## config.mk

```make
export PLATFORM = sky130hd
export DESIGN_NAME = bitmap_block_allocator_flat
export DESIGN_NICKNAME = d
export VERILOG_FILES = /design/src/rtl/bba_pkg.sv /design/src/rtl/bba_if.sv /design/src/rtl/bba_find_first.sv /design/src/rtl/bba_serial_unit.sv /design/src/rtl/bitmap_block_allocator.sv /design/src/flat_wrapper.sv
export SDC_FILE = /design/constraint.sdc
export NUM_CORES = 1
export LEC_CHECK = 0
export BUFFER_PORTS_ARGS = -buffer_cell sky130_fd_sc_hd__buf_2
export CAP_MARGIN = 10
export CORE_MARGIN = 5
export CORE_UTILIZATION = 41
export CTS_CLUSTER_SIZE = 20
export DETAILED_ROUTE_END_ITERATION = 12
export PLACE_DENSITY = 0.65
export REMOVE_ABC_BUFFERS = 1
export SYNTH_ARGS = -nofsm -noshare
export SYNTH_HDL_FRONTEND = slang
export SYNTH_SLANG_ARGS = --single-unit
```

## constraint.sdc

```tcl
create_clock -name clk_i -period 4.9 [get_ports clk_i]
set_input_delay 0 -clock clk_i [delete_from_list [all_inputs] [get_ports clk_i]]
set_output_delay 0 -clock clk_i [all_outputs]
set_load 0.01 [all_outputs]
```

## src/rtl/bba_pkg.sv

```systemverilog
// Shared constants, types and helper functions for the block pool allocator.
`timescale 1ns / 1ps
package bba_pkg;

  localparam int unsigned MAX_BLOCKS  = 32;
  localparam int unsigned IDX_W       = $clog2(MAX_BLOCKS);
  localparam int unsigned CNT_W       = 6;
  localparam int unsigned ADDR_W      = 32;
  localparam int unsigned BSIZE_W     = 24;
  localparam int unsigned ALIGN_BYTES = 4;
  // aligned size can reach 2^24, so one bit more than the register
  localparam int unsigned SIZE_W      = BSIZE_W + 1;

  // response status codes
  localparam logic [1:0] ST_OK      = 2'd0;
  localparam logic [1:0] ST_EMPTY   = 2'd1;
  localparam logic [1:0] ST_INVALID = 2'd2;

  // configuration register indexes
  localparam logic [1:0] CFG_BASE  = 2'd0;
  localparam logic [1:0] CFG_BSIZE = 2'd1;
  localparam logic [1:0] CFG_COUNT = 2'd2;

  localparam logic KIND_ALLOC = 1'b0;
  localparam logic KIND_FREE  = 1'b1;

  typedef enum logic {
    OP_MUL,
    OP_DIV
  } op_e;

  // count clipped to the pool capacity
  function automatic logic [CNT_W-1:0] eff_count(input logic [CNT_W-1:0] n);
    if (n > CNT_W'(MAX_BLOCKS)) begin
      return CNT_W'(MAX_BLOCKS);
    end
    return n;
  endfunction

  // one set bit for each configured block
  function automatic logic [MAX_BLOCKS-1:0] init_map(input logic [CNT_W-1:0] n);
    logic [MAX_BLOCKS-1:0] m;
    logic [CNT_W-1:0]      e;
    e = eff_count(n);
    for (int i = 0; i < MAX_BLOCKS; i++) begin
      m[i] = (CNT_W'(i) < e);
    end
    return m;
  endfunction

  // block size rounded up to the alignment
  function automatic logic [SIZE_W-1:0] align_size(input logic [BSIZE_W-1:0] v);
    logic [SIZE_W-1:0] s;
    s = {1'b0, v} + SIZE_W'(ALIGN_BYTES - 1);
    return s & ~SIZE_W'(ALIGN_BYTES - 1);
  endfunction

endpackage

```

## src/rtl/bba_if.sv

```systemverilog
// Request and response channel interfaces of the block pool allocator.
`timescale 1ns / 1ps
interface bba_req_if;
  logic        valid;
  logic        ready;
  logic        kind;
  logic [31:0] address;

  modport source (output valid, kind, address, input ready);
  modport sink   (input valid, kind, address, output ready);
endinterface

interface bba_rsp_if;
  logic        valid;
  logic        ready;
  logic [1:0]  status;
  logic [31:0] block_address;
  logic [5:0]  in_use_count;
  logic [5:0]  peak_count;
  logic [31:0] failure_count;

  modport source (output valid, status, block_address, in_use_count, peak_count,
                  failure_count, input ready);
  modport sink   (input valid, status, block_address, in_use_count, peak_count,
                  failure_count, output ready);
endinterface

```

## src/rtl/bba_find_first.sv

```systemverilog
// Lowest set bit finder over the free bitmap.
`timescale 1ns / 1ps
module bba_find_first (
  input  logic [bba_pkg::MAX_BLOCKS-1:0] map_i,
  output logic [bba_pkg::IDX_W-1:0]      idx_o
);
  import bba_pkg::*;

  always_comb begin
    idx_o = '0;
    for (int i = MAX_BLOCKS - 1; i >= 0; i--) begin
      if (map_i[i]) begin
        idx_o = IDX_W'(i);
      end
    end
  end

endmodule

```

## src/rtl/bba_serial_unit.sv

```systemverilog
// Shared shift/add unit: restoring divide and shift-add multiply on one adder.
`timescale 1ns / 1ps
module bba_serial_unit (
  input  logic                        clk_i,
  input  logic                        rst_ni,
  input  logic                        start_i,
  input  bba_pkg::op_e                op_i,
  input  logic [bba_pkg::ADDR_W-1:0]  opa_i,    // addend (mul) or dividend (div)
  input  logic [bba_pkg::SIZE_W-1:0]  opb_i,    // multiplicand or divisor
  input  logic [bba_pkg::IDX_W-1:0]   mplier_i,
  output logic                        done_o,
  output logic [bba_pkg::ADDR_W-1:0]  res_o,    // sum or quotient
  output logic [bba_pkg::SIZE_W-1:0]  rem_o
);
  import bba_pkg::*;

  localparam int unsigned STEP_W = $clog2(ADDR_W);

  logic                busy_q, busy_d;
  logic                done_q, done_d;
  op_e                 op_q, op_d;
  logic [STEP_W-1:0]   cnt_q, cnt_d;
  logic [ADDR_W-1:0]   acc_q, acc_d;
  logic [ADDR_W-1:0]   mcand_q, mcand_d;
  logic [SIZE_W-1:0]   rem_q, rem_d;
  logic [IDX_W-1:0]    mplier_q, mplier_d;

  logic [SIZE_W:0]     trial;
  logic [ADDR_W-1:0]   add_a, add_b;
  logic                add_cin;
  logic [ADDR_W:0]     sum;

  assign trial = {rem_q, acc_q[ADDR_W-1]};

  // the one adder; divide uses it as a subtract with carry-out as no-borrow
  always_comb begin
    if (op_q == OP_DIV) begin
      add_a   = ADDR_W'(trial);
      add_b   = ~mcand_q;
      add_cin = 1'b1;
    end else begin
      add_a   = acc_q;
      add_b   = mcand_q;
      add_cin = 1'b0;
    end
    sum = {1'b0, add_a} + {1'b0, add_b} + {{ADDR_W{1'b0}}, add_cin};
  end

  always_comb begin
    busy_d   = busy_q;
    done_d   = 1'b0;
    op_d     = op_q;
    cnt_d    = cnt_q;
    acc_d    = acc_q;
    mcand_d  = mcand_q;
    rem_d    = rem_q;
    mplier_d = mplier_q;
    if (start_i) begin
      busy_d   = 1'b1;
      op_d     = op_i;
      acc_d    = opa_i;
      mcand_d  = ADDR_W'(opb_i);
      rem_d    = '0;
      mplier_d = mplier_i;
      cnt_d    = (op_i == OP_DIV) ? STEP_W'(ADDR_W - 1) : STEP_W'(IDX_W - 1);
    end else if (busy_q) begin
      if (op_q == OP_DIV) begin
        if (sum[ADDR_W]) begin
          rem_d = sum[SIZE_W-1:0];
        end else begin
          rem_d = trial[SIZE_W-1:0];
        end
        acc_d = {acc_q[ADDR_W-2:0], sum[ADDR_W]};
      end else begin
        if (mplier_q[0]) begin
          acc_d = sum[ADDR_W-1:0];
        end
        mcand_d  = {mcand_q[ADDR_W-2:0], 1'b0};
        mplier_d = {1'b0, mplier_q[IDX_W-1:1]};
      end
      cnt_d = cnt_q - STEP_W'(1);
      if (cnt_q == '0) begin
        busy_d = 1'b0;
        done_d = 1'b1;
      end
    end
  end

  always_ff @(posedge clk_i or negedge rst_ni) begin
    if (!rst_ni) begin
      busy_q <= 1'b0;
      done_q <= 1'b0;
      cnt_q  <= '0;
      op_q   <= OP_MUL;
    end else begin
      busy_q <= busy_d;
      done_q <= done_d;
      cnt_q  <= cnt_d;
      op_q   <= op_d;
    end
  end

  always_ff @(posedge clk_i) begin
    acc_q    <= acc_d;
    mcand_q  <= mcand_d;
    rem_q    <= rem_d;
    mplier_q <= mplier_d;
  end

  assign done_o = done_q;
  assign res_o  = acc_q;
  assign rem_o  = rem_q;

endmodule

```

## src/rtl/bitmap_block_allocator.sv

```systemverilog
// Top level of the fixed-size block pool allocator with a free bitmap.
//
// Requests arrive on the req channel (kind: allocate or free, address of the
// block to free); one response per request leaves on the rsp channel with the
// status, allocated address and the in-use, peak and failed-allocate counters.
// Configuration (base address, block size, block count) is written through
// cfg_we_i / cfg_index_i / cfg_data_i while no request is in flight; a write
// to any of these three registers reinitialises the bitmap and all counters.
// A request is taken only when the block is idle. A free runs a 32-step
// restoring divide of (address - base) by the aligned block size on the shared
// shift/add unit; an allocate uses the same unit for a 5-step shift-add
// index * size. The next request is accepted in the cycle after the response
// is loaded. The response sits in an output register; if the receiver
// stalls, the next request is still taken and processed, and its result
// waits until the register frees up.
// Reset gives base 0, block size 4, 32 blocks, all blocks free, counters zero.
`timescale 1ns / 1ps
module bitmap_block_allocator (
  input  logic        clk_i,
  input  logic        rst_ni,
  input  logic        cfg_we_i,
  input  logic [1:0]  cfg_index_i,
  input  logic [31:0] cfg_data_i,
  bba_req_if.sink     req,
  bba_rsp_if.source   rsp
);
  import bba_pkg::*;

  localparam logic [1:0] S_IDLE = 2'd0;
  localparam logic [1:0] S_RUN  = 2'd1;
  localparam logic [1:0] S_DONE = 2'd2;

  logic [1:0]            state_q, state_d;
  logic [ADDR_W-1:0]     base_q;
  logic [BSIZE_W-1:0]    bsize_q;
  logic [CNT_W-1:0]      bcount_q;
  logic [MAX_BLOCKS-1:0] free_map_q, free_map_d;
  logic [CNT_W-1:0]      in_use_q, in_use_d;
  logic [CNT_W-1:0]      peak_q, peak_d;
  logic [ADDR_W-1:0]     fail_q, fail_d;

  logic                  kind_q;
  logic [ADDR_W-1:0]     addr_q;
  logic [IDX_W-1:0]      idx_q;

  logic                  out_valid_q, out_valid_d;
  logic [1:0]            out_status_q, out_status_d;
  logic [ADDR_W-1:0]     out_addr_q, out_addr_d;

  logic                  accept;
  logic                  finish;
  logic [SIZE_W-1:0]     size;
  logic [CNT_W-1:0]      eff;
  logic [IDX_W-1:0]      first_idx;
  logic                  u_done;
  logic [ADDR_W-1:0]     u_res;
  logic [SIZE_W-1:0]     u_rem;
  op_e                   u_op;
  logic [ADDR_W-1:0]     u_opa;
  logic                  free_ok;

  assign size   = align_size(bsize_q);
  assign eff    = eff_count(bcount_q);
  assign accept = req.valid && req.ready;
  assign finish = (state_q == S_DONE) && (!out_valid_q || rsp.ready);

  bba_find_first u_find (
    .map_i (free_map_q),
    .idx_o (first_idx)
  );

  assign u_op  = (req.kind == KIND_FREE) ? OP_DIV : OP_MUL;
  assign u_opa = (req.kind == KIND_FREE) ? (req.address - base_q) : base_q;

  bba_serial_unit u_unit (
    .clk_i    (clk_i),
    .rst_ni   (rst_ni),
    .start_i  (accept),
    .op_i     (u_op),
    .opa_i    (u_opa),
    .opb_i    (size),
    .mplier_i (first_idx),
    .done_o   (u_done),
    .res_o    (u_res),
    .rem_o    (u_rem)
  );

  // quotient below the block count is the same as offset inside the pool span
  assign free_ok = (addr_q != '0) && (size != '0) && (u_rem == '0)
                && (u_res < ADDR_W'(eff)) && !free_map_q[u_res[IDX_W-1:0]];

  always_comb begin
    state_d = state_q;
    unique case (state_q)
      S_IDLE: if (accept) state_d = S_RUN;
      S_RUN:  if (u_done) state_d = S_DONE;
      S_DONE: if (finish) state_d = S_IDLE;
      default: state_d = S_IDLE;
    endcase
  end

  always_comb begin
    free_map_d   = free_map_q;
    in_use_d     = in_use_q;
    peak_d       = peak_q;
    fail_d       = fail_q;
    out_valid_d  = out_valid_q && !rsp.ready;
    out_status_d = out_status_q;
    out_addr_d   = out_addr_q;
    if (finish) begin
      out_valid_d = 1'b1;
      out_addr_d  = '0;
      if (kind_q == KIND_ALLOC) begin
        if (free_map_q == '0) begin
          fail_d       = fail_q + ADDR_W'(1);
          out_status_d = ST_EMPTY;
        end else begin
          free_map_d[idx_q] = 1'b0;
          in_use_d          = in_use_q + CNT_W'(1);
          if (in_use_d > peak_q) begin
            peak_d = in_use_d;
          end
          out_status_d = ST_OK;
          out_addr_d   = u_res;
        end
      end else if (free_ok) begin
        free_map_d[u_res[IDX_W-1:0]] = 1'b1;
        in_use_d     = in_use_q - CNT_W'(1);
        out_status_d = ST_OK;
      end else begin
        out_status_d = ST_INVALID;
      end
    end
    if (cfg_we_i && (cfg_index_i == CFG_BASE || cfg_index_i == CFG_BSIZE
                     || cfg_index_i == CFG_COUNT)) begin
      free_map_d = (cfg_index_i == CFG_COUNT) ? init_map(cfg_data_i[CNT_W-1:0])
                                               : init_map(bcount_q);
      in_use_d   = '0;
      peak_d     = '0;
      fail_d     = '0;
    end
  end

  always_ff @(posedge clk_i or negedge rst_ni) begin
    if (!rst_ni) begin
      state_q      <= S_IDLE;
      base_q       <= '0;
      bsize_q      <= BSIZE_W'(4);
      bcount_q     <= CNT_W'(MAX_BLOCKS);
      free_map_q   <= '1;
      in_use_q     <= '0;
      peak_q       <= '0;
      fail_q       <= '0;
      out_valid_q  <= 1'b0;
    end else begin
      state_q     <= state_d;
      free_map_q  <= free_map_d;
      in_use_q    <= in_use_d;
      peak_q      <= peak_d;
      fail_q      <= fail_d;
      out_valid_q <= out_valid_d;
      if (cfg_we_i) begin
        unique case (cfg_index_i)
          CFG_BASE:  base_q   <= cfg_data_i;
          CFG_BSIZE: bsize_q  <= cfg_data_i[BSIZE_W-1:0];
          CFG_COUNT: bcount_q <= cfg_data_i[CNT_W-1:0];
          default: ;
        endcase
      end
    end
  end

  always_ff @(posedge clk_i) begin
    if (accept) begin
      kind_q <= req.kind;
      addr_q <= req.address;
      idx_q  <= first_idx;
    end
    out_status_q <= out_status_d;
    out_addr_q   <= out_addr_d;
  end

  assign req.ready         = (state_q == S_IDLE);
  assign rsp.valid         = out_valid_q;
  assign rsp.status        = out_status_q;
  assign rsp.block_address = out_addr_q;

  // counters are sampled into the response at load time
  logic [CNT_W-1:0]  out_in_use_q, out_peak_q;
  logic [ADDR_W-1:0] out_fail_q;

  always_ff @(posedge clk_i) begin
    if (finish) begin
      out_in_use_q <= in_use_d;
      out_peak_q   <= peak_d;
      out_fail_q   <= fail_d;
    end
  end

  assign rsp.in_use_count  = out_in_use_q;
  assign rsp.peak_count    = out_peak_q;
  assign rsp.failure_count = out_fail_q;

endmodule

```

## src/flat_wrapper.sv

```systemverilog
// flat-port wrapper written by rule: the top's interface ports become plain ports
module bitmap_block_allocator_flat import bba_pkg::*;
  (clk_i, rst_ni, cfg_we_i, cfg_index_i, cfg_data_i, req_valid, req_kind, req_address, req_ready, rsp_valid, rsp_status, rsp_block_address, rsp_in_use_count, rsp_peak_count, rsp_failure_count, rsp_ready);
  bba_req_if req_i ();
  bba_rsp_if rsp_i ();
  input  logic clk_i;
  input  logic rst_ni;
  input  logic cfg_we_i;
  input  logic [1:0] cfg_index_i;
  input  logic [31:0] cfg_data_i;
  input wire logic [$bits(req_i.valid)-1:0] req_valid;
  input wire logic [$bits(req_i.kind)-1:0] req_kind;
  input wire logic [$bits(req_i.address)-1:0] req_address;
  output wire logic [$bits(req_i.ready)-1:0] req_ready;
  output wire logic [$bits(rsp_i.valid)-1:0] rsp_valid;
  output wire logic [$bits(rsp_i.status)-1:0] rsp_status;
  output wire logic [$bits(rsp_i.block_address)-1:0] rsp_block_address;
  output wire logic [$bits(rsp_i.in_use_count)-1:0] rsp_in_use_count;
  output wire logic [$bits(rsp_i.peak_count)-1:0] rsp_peak_count;
  output wire logic [$bits(rsp_i.failure_count)-1:0] rsp_failure_count;
  input wire logic [$bits(rsp_i.ready)-1:0] rsp_ready;
  assign req_i.valid = req_valid;
  assign req_i.kind = req_kind;
  assign req_i.address = req_address;
  assign req_ready = req_i.ready;
  assign rsp_valid = rsp_i.valid;
  assign rsp_status = rsp_i.status;
  assign rsp_block_address = rsp_i.block_address;
  assign rsp_in_use_count = rsp_i.in_use_count;
  assign rsp_peak_count = rsp_i.peak_count;
  assign rsp_failure_count = rsp_i.failure_count;
  assign rsp_i.ready = rsp_ready;
  bitmap_block_allocator u_core (.clk_i(clk_i), .rst_ni(rst_ni), .cfg_we_i(cfg_we_i), .cfg_index_i(cfg_index_i), .cfg_data_i(cfg_data_i), .req(req_i), .rsp(rsp_i));
endmodule
```

==> results of run 1 <==
==> worst reg2reg max path: stages (launching register included) <==
cell	delay (ps)
sky130_fd_sc_hd__dfrtp_4	750
sky130_fd_sc_hd__mux2_2	410
sky130_fd_sc_hd__ha_1	330
sky130_fd_sc_hd__a21oi_1	220
sky130_fd_sc_hd__o21ai_1	120
sky130_fd_sc_hd__a211oi_1	460
sky130_fd_sc_hd__o21ai_1	240
sky130_fd_sc_hd__a31o_2	290
sky130_fd_sc_hd__o21a_1	230
sky130_fd_sc_hd__o41a_1	310
sky130_fd_sc_hd__buf_4	270
sky130_fd_sc_hd__nor3_1	250
sky130_fd_sc_hd__a31oi_1	70
sky130_fd_sc_hd__o211a_1	140
==> cell families (layout without fill, tap and decap cells) <==
logic type      Yosys count  count (layout)  share of synthesized area, %
compound gates          588             588                          17.7
xor+xnor                122             122                          5.13
fa+ha+maj                78              78                          4.72
buf+inv                 183             401                          3.89
flops                   357             357                          46.6
mux                      93              93                          5.40
other cells               0               1                             0
simple gates            697             697                          16.5
==> per-layer routing <==
metal,GRT usage (%),vias to the layer above
li1,-,8192
met1,31.3,8417
met2,31.2,723
met3,3.91,100
met4,6.69,0
met5,0,-
==> how the worst max path moves through the flow <==
| stage | start | to | depth (start not counted) |
|---|---|---|---|
| after floorplan | u_core.u_unit.op_q | u_core.u_unit.rem_o[10] | 12 |
| after global placement | u_core.u_unit.op_q | u_core.u_unit.rem_o[4] | 13 |
| after detailed placement | u_core.u_unit.op_q | u_core.u_unit.rem_o[5] | 13 |
| after CTS | u_core.u_unit.op_q | u_core.u_unit.rem_o[5] | 13 |
| after global routing | u_core.u_unit.op_q | u_core.u_unit.rem_o[8] | 14 |
| final | u_core.u_unit.op_q | u_core.u_unit.rem_o[5] | 13 |
==> flip-flops by register name, indices dropped and copies added, names as in the netlist, 6 cells and up, named ones only <==
signal / cells
u_core.u_unit.mcand_q: 30
u_core.peak_q: 6
u_core.rsp.block_address: 32
u_core.fail_q: 32
u_core.addr_q: 32
u_core.bsize_q: 24
u_core.in_use_q: 6
u_core.rsp.peak_count: 6
u_core.base_q: 32
u_core.u_unit.res_o: 31
u_core.free_map_q: 32
u_core.u_unit.rem_o: 25
u_core.rsp.failure_count: 32
u_core.rsp.in_use_count: 6
u_core.bcount_q: 6
==> repair_timing <==
action | 4_1_cts | 5_1_grt
hold buffers | 70 | 0
endpoints found under the setup margin | 0 | 0
hold endpoints to repair | 217 | 0
==> placed cells by master (no fill, tap or decap), drive strengths merged, types with 76 or more instances in the layout <==
cell    count
a21oi     164
nand2     212
dfrtp     115
ha         77
xor2       78
inv        76
nor2      167
buf       178
o21ai     160
edfxtp    176
==> stage by stage <==
step / worst slack (ps) / hold WS, ps / TNS, ps / cells / instance area, µm²
floorplan: -1010 / -296 / -31540 / 2013 / 20300
global placement: 833 / -62.4 / 0 / 2862 / 22100
detailed placement: 746 / -62.1 / 0 / 2862 / 22100
CTS: 732 / 8.93 / 0 / 3008 / 24200
global route: 439 / 49.8 / 0 / 3009 / 24200
finish: 689 / 69.7 / 0 / 3009 / 24200
==> where the power goes <==
part	switching (mW)	internal (mW)
Sequential	0.845	4.19
Clock	1.26	1.79
Combinational	4.85	3.25
Total	6.96	9.23
==> final cells by class <==
| cell class | instances | area [µm²] |
|---|---|---|
| Fill cell | 4568 | 26000 |
| Clock buffer | 53 | 1160 |
| Antenna cell | 1 | 2.50 |
| Tap cell | 672 | 841 |
| Timing Repair Buffer | 247 | 1680 |
| Sequential cell | 357 | 9700 |
| Multi-Input combinational cell | 1578 | 10300 |
| Clock inverter | 23 | 183 |
| Inverter | 78 | 295 |
==> reports/qor_table.md, run 1 <==
| Group | Parameter | Value |
|:---|:---|:---|
| yosys | Primary FF master, synth | sky130_fd_sc_hd__edfxtp_1 |
| drt | Top routing layer used | met4 |
| setup path | Worst-path cell with the longest stage delay | sky130_fd_sc_hd__dfrtp_4 |
| die | Total core area | 50200 µm² |
| timing | Setup clock skew after layout | 18.9 ps |
| timing | Fmax achieved | 237 MHz |
| drt | Wirelength per Cell | 20.2 µm |
| timing | Worst slew pin tran | 1080 ps |
| cts | CTS-repair resized insts | 0 |
| cts | # H-tree levels | 2 |
| status | Run status | finished clean |
| setup path | WP buf/inv | 1 |
| die | DIE AREA | 55400 µm² |
| layout | Total Nets Final | 2453 |
| drt | Routed met2 length | 26400 µm |
| layout | Utilization after layout | 48.2% |
| yosys | Post-synth ARST share | 41.7% |
| global routing | Number of global-route vias before repair | 16600 |
| global routing | Total Routing Usage GR | 21.1% |
| drt | First DRT Iteration DRCs | 1515 |
| worst hold path | Number of stages on the worst hold path | 3 |
| yosys | Leading cell type by number of instances after synthesis | sky130_fd_sc_hd__nand2_1 |
| setup path | Family of cells with the greatest summed delay on the critical path | compound AO/OA/AOI/OAI gates |
| yosys | Warning count from the yosys run | 0 |
| setup path | Type of the worst setup path | flop to flop |
| cts | Setup fix buffers added after clock tree synthesis | 0 |
| die | Count of standard-cell rows | 82 |
| power | Max VDD drop | 0.000371 V |
| setup path | Setup slack on the worst flop-to-flop path | 690 ps |
| setup path | Critical path cell sequence | mux2_2, ha_1, a21oi_1, o21ai_1, a211oi_1, o21ai_1, a31o_2, o21a_1, o41a_1, buf_4, nor3_1, a31oi_1, o211a_1 |
| timing | Setup Viol. Count Final | 0 |
| setup path | End of the worst register-to-register path | u_core.u_unit.rem_o[5] |
| power | Power density over the cells | 669 nW/µm² |
| yosys | Number of storage elements in the synthesis netlist | 357 |
| drt | Iteration count of the initial detailed-routing pass | 5 |
| cts | CTS Root Cell | sky130_fd_sc_hd__clkbuf_16 |
| power | Pwr Total | 16.2 mW |
| setup path | Largest driver fanout on the critical path | 43 |
| die | Die Width | 235 µm |
| drt | Number of antenna-violating nets in the routed design | 0 |
| place | Port Buffer Count | 151 |
| drt | Final wirelength | 60700 µm |
| yosys | Number of synthesized flops with an enable pin | 176 |
| power | Leakage power of the design | 9.50 nW |
| place | HPWL reported at the end of detailed placement | 43600 µm |
| place | Final estimated routing congestion in global placement | 0.901 |
| cts | CTS clock-pin slew for the worst setup and hold paths | 60 ps |
| yosys | Post-synth top area cell | sky130_fd_sc_hd__edfxtp_1 |
| global routing | Initial antenna violation count | 1 |
| worst hold path | Startpoint of the lowest-slack hold path | req_kind |
| setup path | Arrival time of data at the critical path endpoint | 4660 ps |
| yosys | Cell variety after synth | 96 |
| timing | Worst max-slew margin expressed relative to the limit | 28.1% |
| drt | Total number of vias | 17400 |
| setup path | Required time at the worst-slack endpoint | 5350 ps |
| yosys | Most numerous cell types in the synthesized netlist | 210 x sky130_fd_sc_hd__nand2_1, 176 x sky130_fd_sc_hd__edfxtp_1, 166 x sky130_fd_sc_hd__nor2_1 |
| yosys | Per-instance average area after synthesis | 9.83 µm² |
| cts | Skew-Pair Late Insertion Delay | 560 ps |
| worst hold path | Worst min-delay path endpoint | u_core.u_unit.res_o[28] |
| global routing | Wire length of the first global-routing pass | 94600 µm |
| timing | Final period util | 85.9% |
| worst hold path | HP Class | primary input to flop |
| setup path | Startpoint class of the critical path | flop |
| setup path | R2R cell count | 13 |
| drt | Met3 wirelength from detailed routing | 4980 µm |
| layout | Area overhead of the layout relative to synthesis | 16.2% |
| yosys | Proportion of synthesized chip area in sequential cells | 46.6% |
| timing | Final number of max-transition violations | 0 |
| setup path | Most numerous cell on the critical path | sky130_fd_sc_hd__o21ai_1 |
| timing | RSZ-0062 raised after global routing | no |
| die | Number of placed I/O pins | 152 |
| setup path | Start of the worst register-to-register path | u_core.u_unit.op_q |
| global routing | Overall overflow remaining after global route | 0 |
| yosys | Mapped cell area | 20800 µm² |
| cts | Max clock buf depth | 3 |
| cts | Clock buffer count from CTS | 41 |
| cts | TritonCTS clock tree | yes |
| drt | Met1 Wirelength | 27800 µm |
| die | Initial core utilization | 41.5% |
| yosys | Top cell type's share of synthesized area | 25.4% |
| drt | Number of remaining DRC errors | 0 |
| timing | Clock period minus worst slack | 4210 ps |
| global routing | Maximum number of pins on one net before global-route repair | 66 |
| die | Die extent in y | 235 µm |
| yosys | Cell types occupying the most area after synthesis | sky130_fd_sc_hd__edfxtp_1 25%, sky130_fd_sc_hd__dfrtp_1 14%, sky130_fd_sc_hd__ha_1 4.6% |
| cts | Clock sink total | 357 |
| yosys | Cells after synthesis | 2118 |
| setup path | Slowest cell delay on critical path | 750 ps |
| layout | Fraction of layout cells with a size suffix above 1 | 16.4% |
| drt | Ratio of routed vias to standard cells | 5.79 |
| setup path | Endpoint class of the critical path | flop |
| flow run | Max Cap Viol | 0 |
| timing | Final hold violation count | 0 |
(Power assumes the default switching activity.)
==> inputs of run 2 (changes only) <==
SYNTH_HIERARCHICAL = 1   (was default)
==> reports/qor_table.md, run 2 <==
| Group | Parameter | Value | vs previous |
|:---|:---|:---|:---|
| cts | TritonCTS clock tree | yes |  |
| setup path | WP buf/inv | 0 | -1 |
| setup path | Crit path launch | u_core/u_unit/op_q |  |
| timing | Worst max-slew margin expressed relative to the limit | 37.1% | +9.0 points |
| cts | Max clock buf depth | 3 | unchanged |
| setup path | Worst-path cell with the longest stage delay | sky130_fd_sc_hd__dfrtp_4 |  |
| timing | Clock period minus worst slack | 4190 ps | -25.5 ps |
| timing | Fmax achieved | 239 MHz | +0.61% |
| timing | RSZ-0062 raised after global routing | no |  |
| timing | Final number of max-transition violations | 0 | unchanged |
| drt | First DRT Iteration DRCs | 1984 | +31% |
| power | Power density over the cells | 705 nW/µm² | +5.4% |
| drt | Total number of vias | 18500 | +6.1% |
| die | Number of placed I/O pins | 152 | unchanged |
| place | Port Buffer Count | 151 | unchanged |
| yosys | Mapped cell area | 21800 µm² | +4.9% |
| setup path | Slowest cell delay on critical path | 880 ps | +130 ps |
| timing | Setup Viol. Count Final | 0 | unchanged |
| setup path | Family of cells with the greatest summed delay on the critical path | compound AO/OA/AOI/OAI gates |  |
| cts | Clock sink total | 359 | +0.56% |
| timing | Final period util | 85.4% | -0.52 points |
| place | Final estimated routing congestion in global placement | 0.949 | +5.3% |
| cts | CTS-repair resized insts | 0 | unchanged |
| die | Die extent in y | 241 µm | +2.3% |
| power | Pwr Total | 17.8 mW | +10% |
| timing | Final hold violation count | 0 | unchanged |
| global routing | Maximum number of pins on one net before global-route repair | 94 | +42% |
| yosys | Per-instance average area after synthesis | 9.65 µm² | -1.8% |
| drt | Number of remaining DRC errors | 0 | unchanged |
| yosys | Cell types occupying the most area after synthesis | sky130_fd_sc_hd__edfxtp_1 24%, sky130_fd_sc_hd__dfrtp_1 13%, sky130_fd_sc_hd__ha_1 4.5% |  |
| global routing | Overall overflow remaining after global route | 0 | unchanged |
| drt | Ratio of routed vias to standard cells | 5.87 | +1.4% |
| layout | Most common cell after layout, fill and taps aside | sky130_fd_sc_hd__nand2_1 |  |
| setup path | Arrival time of data at the critical path endpoint | 4650 ps | about the same |
| cts | CTS clock-pin slew for the worst setup and hold paths | 60 ps | about the same |
| global routing | Total Routing Usage GR | 21.8% | +0.76 points |
| yosys | Proportion of synthesized chip area in sequential cells | 44.7% | -1.9 points |
| cts | CTS Root Cell | sky130_fd_sc_hd__clkbuf_16 |  |
| die | DIE AREA | 58000 µm² | +4.7% |
| cts | Clock buffer count from CTS | 41 | unchanged |
| timing | Worst slew pin tran | 943 ps | -135 ps |
| die | Count of standard-cell rows | 84 | +2.4% |
| power | Leakage power of the design | 10.1 nW | +6.0% |
| layout | Leading cell types in the layout, fill and taps excluded | 209 x sky130_fd_sc_hd__nand2_1, 185 x sky130_fd_sc_hd__nor2_1, 178 x sky130_fd_sc_hd__edfxtp_1, 170 x sky130_fd_sc_hd__o21ai_0, 150 x sky130_fd_sc_hd__buf_2 |  |
| yosys | Cells after synthesis | 2262 | +6.8% |
| die | Die Width | 241 µm | +2.3% |
| die | Initial core utilization | 41.5% | about the same |
| drt | Wirelength per Cell | 20.7 µm | +2.5% |
| timing | Worst path setup slack after routing | 714 ps | +25.5 ps |
| setup path | Required time at the worst-slack endpoint | 5360 ps | about the same |
| yosys | Post-synth ARST share | 41.5% | -0.23 points |
| drt | Number of antenna-violating nets in the routed design | 0 | unchanged |
| drt | Iteration count of the initial detailed-routing pass | 6 | +1 |
| setup path | Largest driver fanout on the critical path | 55 | +28% |
| cts | # H-tree levels | 2 | unchanged |
| yosys | Top cell type's share of synthesized area | 24.5% | -0.91 points |
| layout | Area overhead of the layout relative to synthesis | 15.9% |  |
| power | Max VDD drop | 0.000423 V | +14% |
| global routing | Initial antenna violation count | 0 | -1 |
| flow run | Max Cap Viol | 0 | unchanged |
| drt | Final wirelength | 65100 µm | +7.2% |
| yosys | Number of storage elements in the synthesis netlist | 359 | +0.56% |
| cts | Skew-Pair Late Insertion Delay | 570 ps | about the same |
| setup path | Type of the worst setup path | flop to flop |  |
| setup path | Start of the worst register-to-register path | u_core/u_unit/op_q |  |
| yosys | Cell variety after synth | 97 | +1.0% |
| yosys | Warning count from the yosys run | 6 | +6 |
| yosys | Post-synth top area cell | sky130_fd_sc_hd__edfxtp_1 |  |
| yosys | Primary FF master, synth | sky130_fd_sc_hd__edfxtp_1 |  |
| die | Total core area | 52700 µm² | +5.0% |
| timing | Setup clock skew after layout | 25.3 ps | +6.36 ps |
| setup path | Startpoint class of the critical path | flop |  |
| setup path | Critical path cell sequence | mux2_2, fa_1, a21o_1, o21ai_1, a221o_1, nand2_1, a31o_4, a211o_2, and3_1, a311o_1 |  |
| place | Pre-CTS WS | 753 ps | +7.29 ps |
| worst hold path | HP Class | primary input to asynchronous set/reset pin |  |
| place | HPWL reported at the end of detailed placement | 47000 µm | +7.6% |
| global routing | Wire length of the first global-routing pass | 101000 µm | +6.8% |
| yosys | Most numerous cell types in the synthesized netlist | 210 x sky130_fd_sc_hd__nand2_1, 185 x sky130_fd_sc_hd__nor2_1, 178 x sky130_fd_sc_hd__edfxtp_1 |  |
| layout | Total Nets Final | 2581 | +5.2% |
| setup path | Endpoint class of the critical path | flop |  |
| status | Run status | finished clean |  |
| yosys | Number of synthesized flops with an enable pin | 178 | +1.1% |
| layout | Antenna diode instance count | 0 | -1 |
| cts | Setup fix buffers added after clock tree synthesis | 0 | unchanged |
| yosys | Leading cell type by number of instances after synthesis | sky130_fd_sc_hd__nand2_1 |  |
| global routing | Number of global-route vias before repair | 17500 | +5.7% |
| layout | Fraction of layout cells with a size suffix above 1 | 16.8% | +0.43 points |
==> run 2: metal layers <==
| layer | share of wire, % | global-route usage [%] | vias up |
|---|---|---|---|
| met5 | 0 | 0 | - |
| met4 | 2.4 | 5.45 | 0 |
| met3 | 7.7 | 3.77 | 110 |
| met2 | 44 | 33.2 | 765 |
| met1 | 46 | 32.6 | 8933 |
| li1 | - | - | 8689 |
==> run 2: final timing paths <==
path	end	slack, ps	cells past startpoint
min in group clk_i	u_core/kind_q	80	2
setup / recovery	u_core/u_unit/rem_o[2]	710	10
setup reg to reg	u_core/u_unit/rem_o[2]	710	10
hold / removal	u_core/bcount_q[2]	80	2
max in group asynchronous	u_core/base_q[7]	3440	3
hold reg to reg	u_core/state_q[0]	510	1
==> run 2: timing repair <==
item                       in CTS  in global routing
hold endpoints to repair      170                  0
setup endpoints to repair       0                  0
hold buffers                   68                  0
==> run 2: kinds of logic (layout without fill, tap and decap cells) <==
family / count (synthesis) / in the layout / synth area share [%]
simple gates: 789 / 789 / 17.9
compound gates: 551 / 551 / 16.3
flops: 359 / 359 / 44.7
buf+inv: 216 / 414 / 3.96
mux: 135 / 135 / 7.22
xor+xnor: 131 / 131 / 5.25
fa+ha+maj: 80 / 80 / 4.65
other cells: 1 / 2 / 0.0172
==> run 2: area by class of cell <==
type                       instances  area, µm²
fill                            4815      27300
multi-input combinational       1688      11200
sequential                       359       9760
timing repair buffer             243       1640
clock buffer                      45       1080
tap                              688        861
clock inverter                    30        375
inverter                          96        362
==> run 2: power breakdown <==
| group | internal (mW) | switching, mW | total (mW) |
|---|---|---|---|
| sequential | 4.28 | 0.909 | 5.19 |
| clock | 2.02 | 1.30 | 3.32 |
| combinational | 3.64 | 5.70 | 9.34 |
| total | 9.95 | 7.90 | 17.8 |
==> run 2: per-stage QoR <==
stage                     hold slack [ps]  cell area [µm²]  util (%)  std cells  TNS (ps)
after floorplan                      -296            21300         -       2143   -103800
after global placement                146            23200      44.0       3006         0
after detailed placement              151            23200      44.0       3006         0
after CTS                            52.6            25300      48.1       3149         0
after global routing                 90.6            25300      48.1       3149         0
final                                76.5            25300      48.1       3149         0
==> inputs of run 3 (changes only) <==
CORE_UTILIZATION = 55   (was 41)
PLACE_DENSITY = 0.81   (was 0.65)
==> reports/qor_table.md, run 3 (same netlist as run 2, synthesis figures left out) <==
| Group | Parameter | Value | vs previous |
|:---|:---|:---|:---|
| status | Run status | finished clean |  |
| drt | Wirelength per Cell | 21.5 µm | +4.2% |
| layout | Total Nets Final | 2589 | +0.31% |
| setup path | Setup slack on the worst flop-to-flop path | 660 ps | -50 ps |
| setup path | R2R cell count | 12 | +2 |
| setup path | Slowest cell delay on critical path | 870 ps | about the same |
| drt | Met1 Wirelength | 27600 µm | -8.3% |
| global routing | Wire length of the first global-routing pass | 101000 µm | -0.47% |
| cts | Clock sink total | 359 | unchanged |
| drt | Number of antenna-violating nets in the routed design | 0 | unchanged |
| die | Number of placed I/O pins | 152 | unchanged |
| drt | Ratio of routed vias to standard cells | 6.27 | +6.8% |
| timing | Setup clock skew after layout | 26.7 ps | +1.37 ps |
| power | Share of total power in the clock network | 18.3% | -0.3 points |
| setup path | Arrival time of data at the critical path endpoint | 4730 ps | +80 ps |
| power | Net Switching | 7.81 mW | -1.1% |
| cts | CTS clock-pin slew for the worst setup and hold paths | 60 ps | about the same |
| die | DIE AREA | 43800 µm² | -24% |
| setup path | Worst-path cell with the longest stage delay | sky130_fd_sc_hd__dfrtp_4 |  |
| setup path | Critical path cell sequence | buf_4, mux2_2, ha_1, o21a_1, o21ai_0, a221o_1, nand2_1, a31o_4, a211oi_4, buf_4, nand2_1, a31oi_1 |  |
| place | Port Buffer Count | 151 | unchanged |
| flow run | Max Cap Viol | 0 | unchanged |
| setup path | Endpoint class of the critical path | flop |  |
| timing | Final hold violation count | 0 | unchanged |
| die | Die extent in y | 209 µm | -13% |
| global routing | Initial antenna violation count | 4 | +4 |
| timing | Final period util | 86.5% | +1.1 points |
| setup path | Family of cells with the greatest summed delay on the critical path | compound AO/OA/AOI/OAI gates |  |
| timing | RSZ-0062 raised after global routing | no |  |
| die | Total core area | 39500 µm² | -25% |
| setup path | Largest driver fanout on the critical path | 51 | -7.3% |
| power | Switch share | 43.9% | -0.34 points |
| cts | TritonCTS clock tree | yes |  |
| cts | Clock buffer count from CTS | 40 | -2.4% |
| setup path | Startpoint class of the critical path | flop |  |
| drt | Final wirelength | 64500 µm | -0.89% |
| power | Leakage power of the design | 10.1 nW | +0.28% |
| global routing | Total Routing Usage GR | 28.5% | +6.7 points |
| layout | Fraction of layout cells with a size suffix above 1 | 16.7% | -0.054 points |
| cts | Max clock buf depth | 3 | unchanged |
| drt | Total number of vias | 18800 | +1.6% |
| place | HPWL reported at the end of detailed placement | 45300 µm | -3.6% |
| global routing | Maximum number of pins on one net before global-route repair | 79 | -16% |
| place | Total instance count after detailed placement | 2850 | -5.2% |
| timing | Worst max-slew margin expressed relative to the limit | 35.7% | -1.4 points |
| die | Count of standard-cell rows | 73 | -13% |
| setup path | Required time at the worst-slack endpoint | 5390 ps | +30 ps |
| timing | Final number of max-transition violations | 0 | unchanged |
| drt | First DRT Iteration DRCs | 1979 | -0.25% |
| power | Max VDD drop | 0.000429 V | +1.3% |
| power | Pint | 9.97 mW | +0.25% |
| drt | Number of remaining DRC errors | 0 | unchanged |
| layout | Leading cell types in the layout, fill and taps excluded | 209 x sky130_fd_sc_hd__nand2_1, 185 x sky130_fd_sc_hd__nor2_1, 178 x sky130_fd_sc_hd__edfxtp_1, 170 x sky130_fd_sc_hd__o21ai_0, 150 x sky130_fd_sc_hd__buf_2 |  |
| global routing | Number of global-route vias before repair | 18100 | +3.3% |
| drt | Iteration count of the initial detailed-routing pass | 6 | unchanged |
| timing | Setup Viol. Count Final | 0 | unchanged |
| layout | Most common cell after layout, fill and taps aside | sky130_fd_sc_hd__nand2_1 |  |
| cts | Setup fix buffers added after clock tree synthesis | 0 | unchanged |
| cts | # H-tree levels | 2 | unchanged |
| worst hold path | HP Class | primary input to asynchronous set/reset pin |  |
| setup path | Number of stages on the worst setup path | 12 | +2 |
| timing | Clock period minus worst slack | 4240 ps | +51.9 ps |
| power | Pwr Total | 17.8 mW | -0.36% |
| drt | Routed met2 length | 28600 µm | +0.40% |
| die | Die Width | 209 µm | -13% |
| place | Final estimated routing congestion in global placement | 0.955 | +0.70% |
| setup path | Type of the worst setup path | flop to flop |  |
| drt | Met3 wirelength from detailed routing | 6270 µm | +25% |
| die | Initial core utilization | 55.2% | +14 points |
| power | Power density over the cells | 707 nW/µm² | +0.26% |
| setup path | WP buf/inv | 2 | +2 |
| layout | Finished Layout Cells | 2996 | -4.9% |
| cts | Skew-Pair Late Insertion Delay | 570 ps | about the same |
| global routing | Overall overflow remaining after global route | 0 | unchanged |
| cts | Hold buffer count at cts | 70 | +2.9% |
| timing | Worst slew pin tran | 965 ps | +21.7 ps |
| cts | CTS-repair resized insts | 0 | unchanged |
| power | Logic pwr share | 52.6% | +0.3 points |
| cts | CTS Root Cell | sky130_fd_sc_hd__clkbuf_16 |  |
| timing | Setup TNS | 0 ps | unchanged |
| drt | Top routing layer used | met5 |  |
| power | Power share of the sequential group | 29.1% | about the same |
| layout | Area overhead of the layout relative to synthesis | 15.2% |  |
| timing | Fmax achieved | 236 MHz | -1.2% |
run 3: cell count changes in the layout (fill, tap and decap cells not counted), sizes merged:
cell	previous run	this run
clkinv	18	11
buf	175	182
bufinv	8	7
diode	0	2
dlygate4sd3	68	70
clkbuf	45	55
inv	96	95
clkinvlp	4	2
run 3: path summary, 6_finish.rpt:
check,from,to
setup / recovery,u_core/u_unit/op_q,u_core/u_unit/rem_o[12]
hold / removal,rst_ni,u_core/bcount_q[2]
setup reg to reg,u_core/u_unit/op_q,u_core/u_unit/rem_o[12]
hold reg to reg,u_core/u_unit/rem_o[23],u_core/u_unit/rem_o[24]
max in group asynchronous,rst_ni,u_core/base_q[4]
min in group clk_i,req_kind,u_core/u_unit/op_q
run 3: worst reg2reg max path, cell delays in order (launching register included):
cell	delay, ps
sky130_fd_sc_hd__dfrtp_4	870
sky130_fd_sc_hd__buf_4	360
sky130_fd_sc_hd__mux2_2	360
sky130_fd_sc_hd__ha_1	380
sky130_fd_sc_hd__o21a_1	130
sky130_fd_sc_hd__o21ai_0	240
sky130_fd_sc_hd__a221o_1	270
sky130_fd_sc_hd__nand2_1	120
sky130_fd_sc_hd__a31o_4	290
sky130_fd_sc_hd__a211oi_4	680
sky130_fd_sc_hd__buf_4	250
sky130_fd_sc_hd__nand2_1	60
sky130_fd_sc_hd__a31oi_1	160
run 3: metal layers:
metal	GRT usage, %	vias to the layer above
met2	43.2	1004
met3	5.49	140
met1	41.2	8955
met5	0	-
met4	10.2	4
li1	-	8695
run 3: final cells by class:
cell class,instances,area (µm²)
clock inverter,19,288
tap,525,657
inverter,96,362
timing repair buffer,252,1700
multi-input combinational,1688,11200
fill,3108,14400
clock buffer,55,1150
antenna,2,5.00
sequential,359,9760
run 3: power by group through the flow:
| stage | Combinational (mW) | Clock, mW | Sequential [mW] |
|---|---|---|---|
| 6_report | 9.36 | 3.25 | 5.17 |
| 3_3_place_gp | 8.96 | 0 | 5.16 |
| 5_1_grt | 10.2 | 3.43 | 5.23 |
| 2_1_floorplan | 6.67 | 0 | 4.90 |
| 4_1_cts | 9.14 | 3.30 | 5.13 |
| 3_5_place_dp | 9.05 | 0 | 5.18 |
run 3: metrics by stage:
stage	hold slack, ps	area (µm²)	utilization, %	setup slack (ps)
2_1_floorplan	-296	21300	-	-1430
3_3_place_gp	46.6	23000	58.2	792
3_5_place_dp	48.8	23000	58.2	733
4_1_cts	22.9	25100	63.6	715
5_1_grt	72.3	25100	63.6	447
6_report	18.3	25200	63.6	662
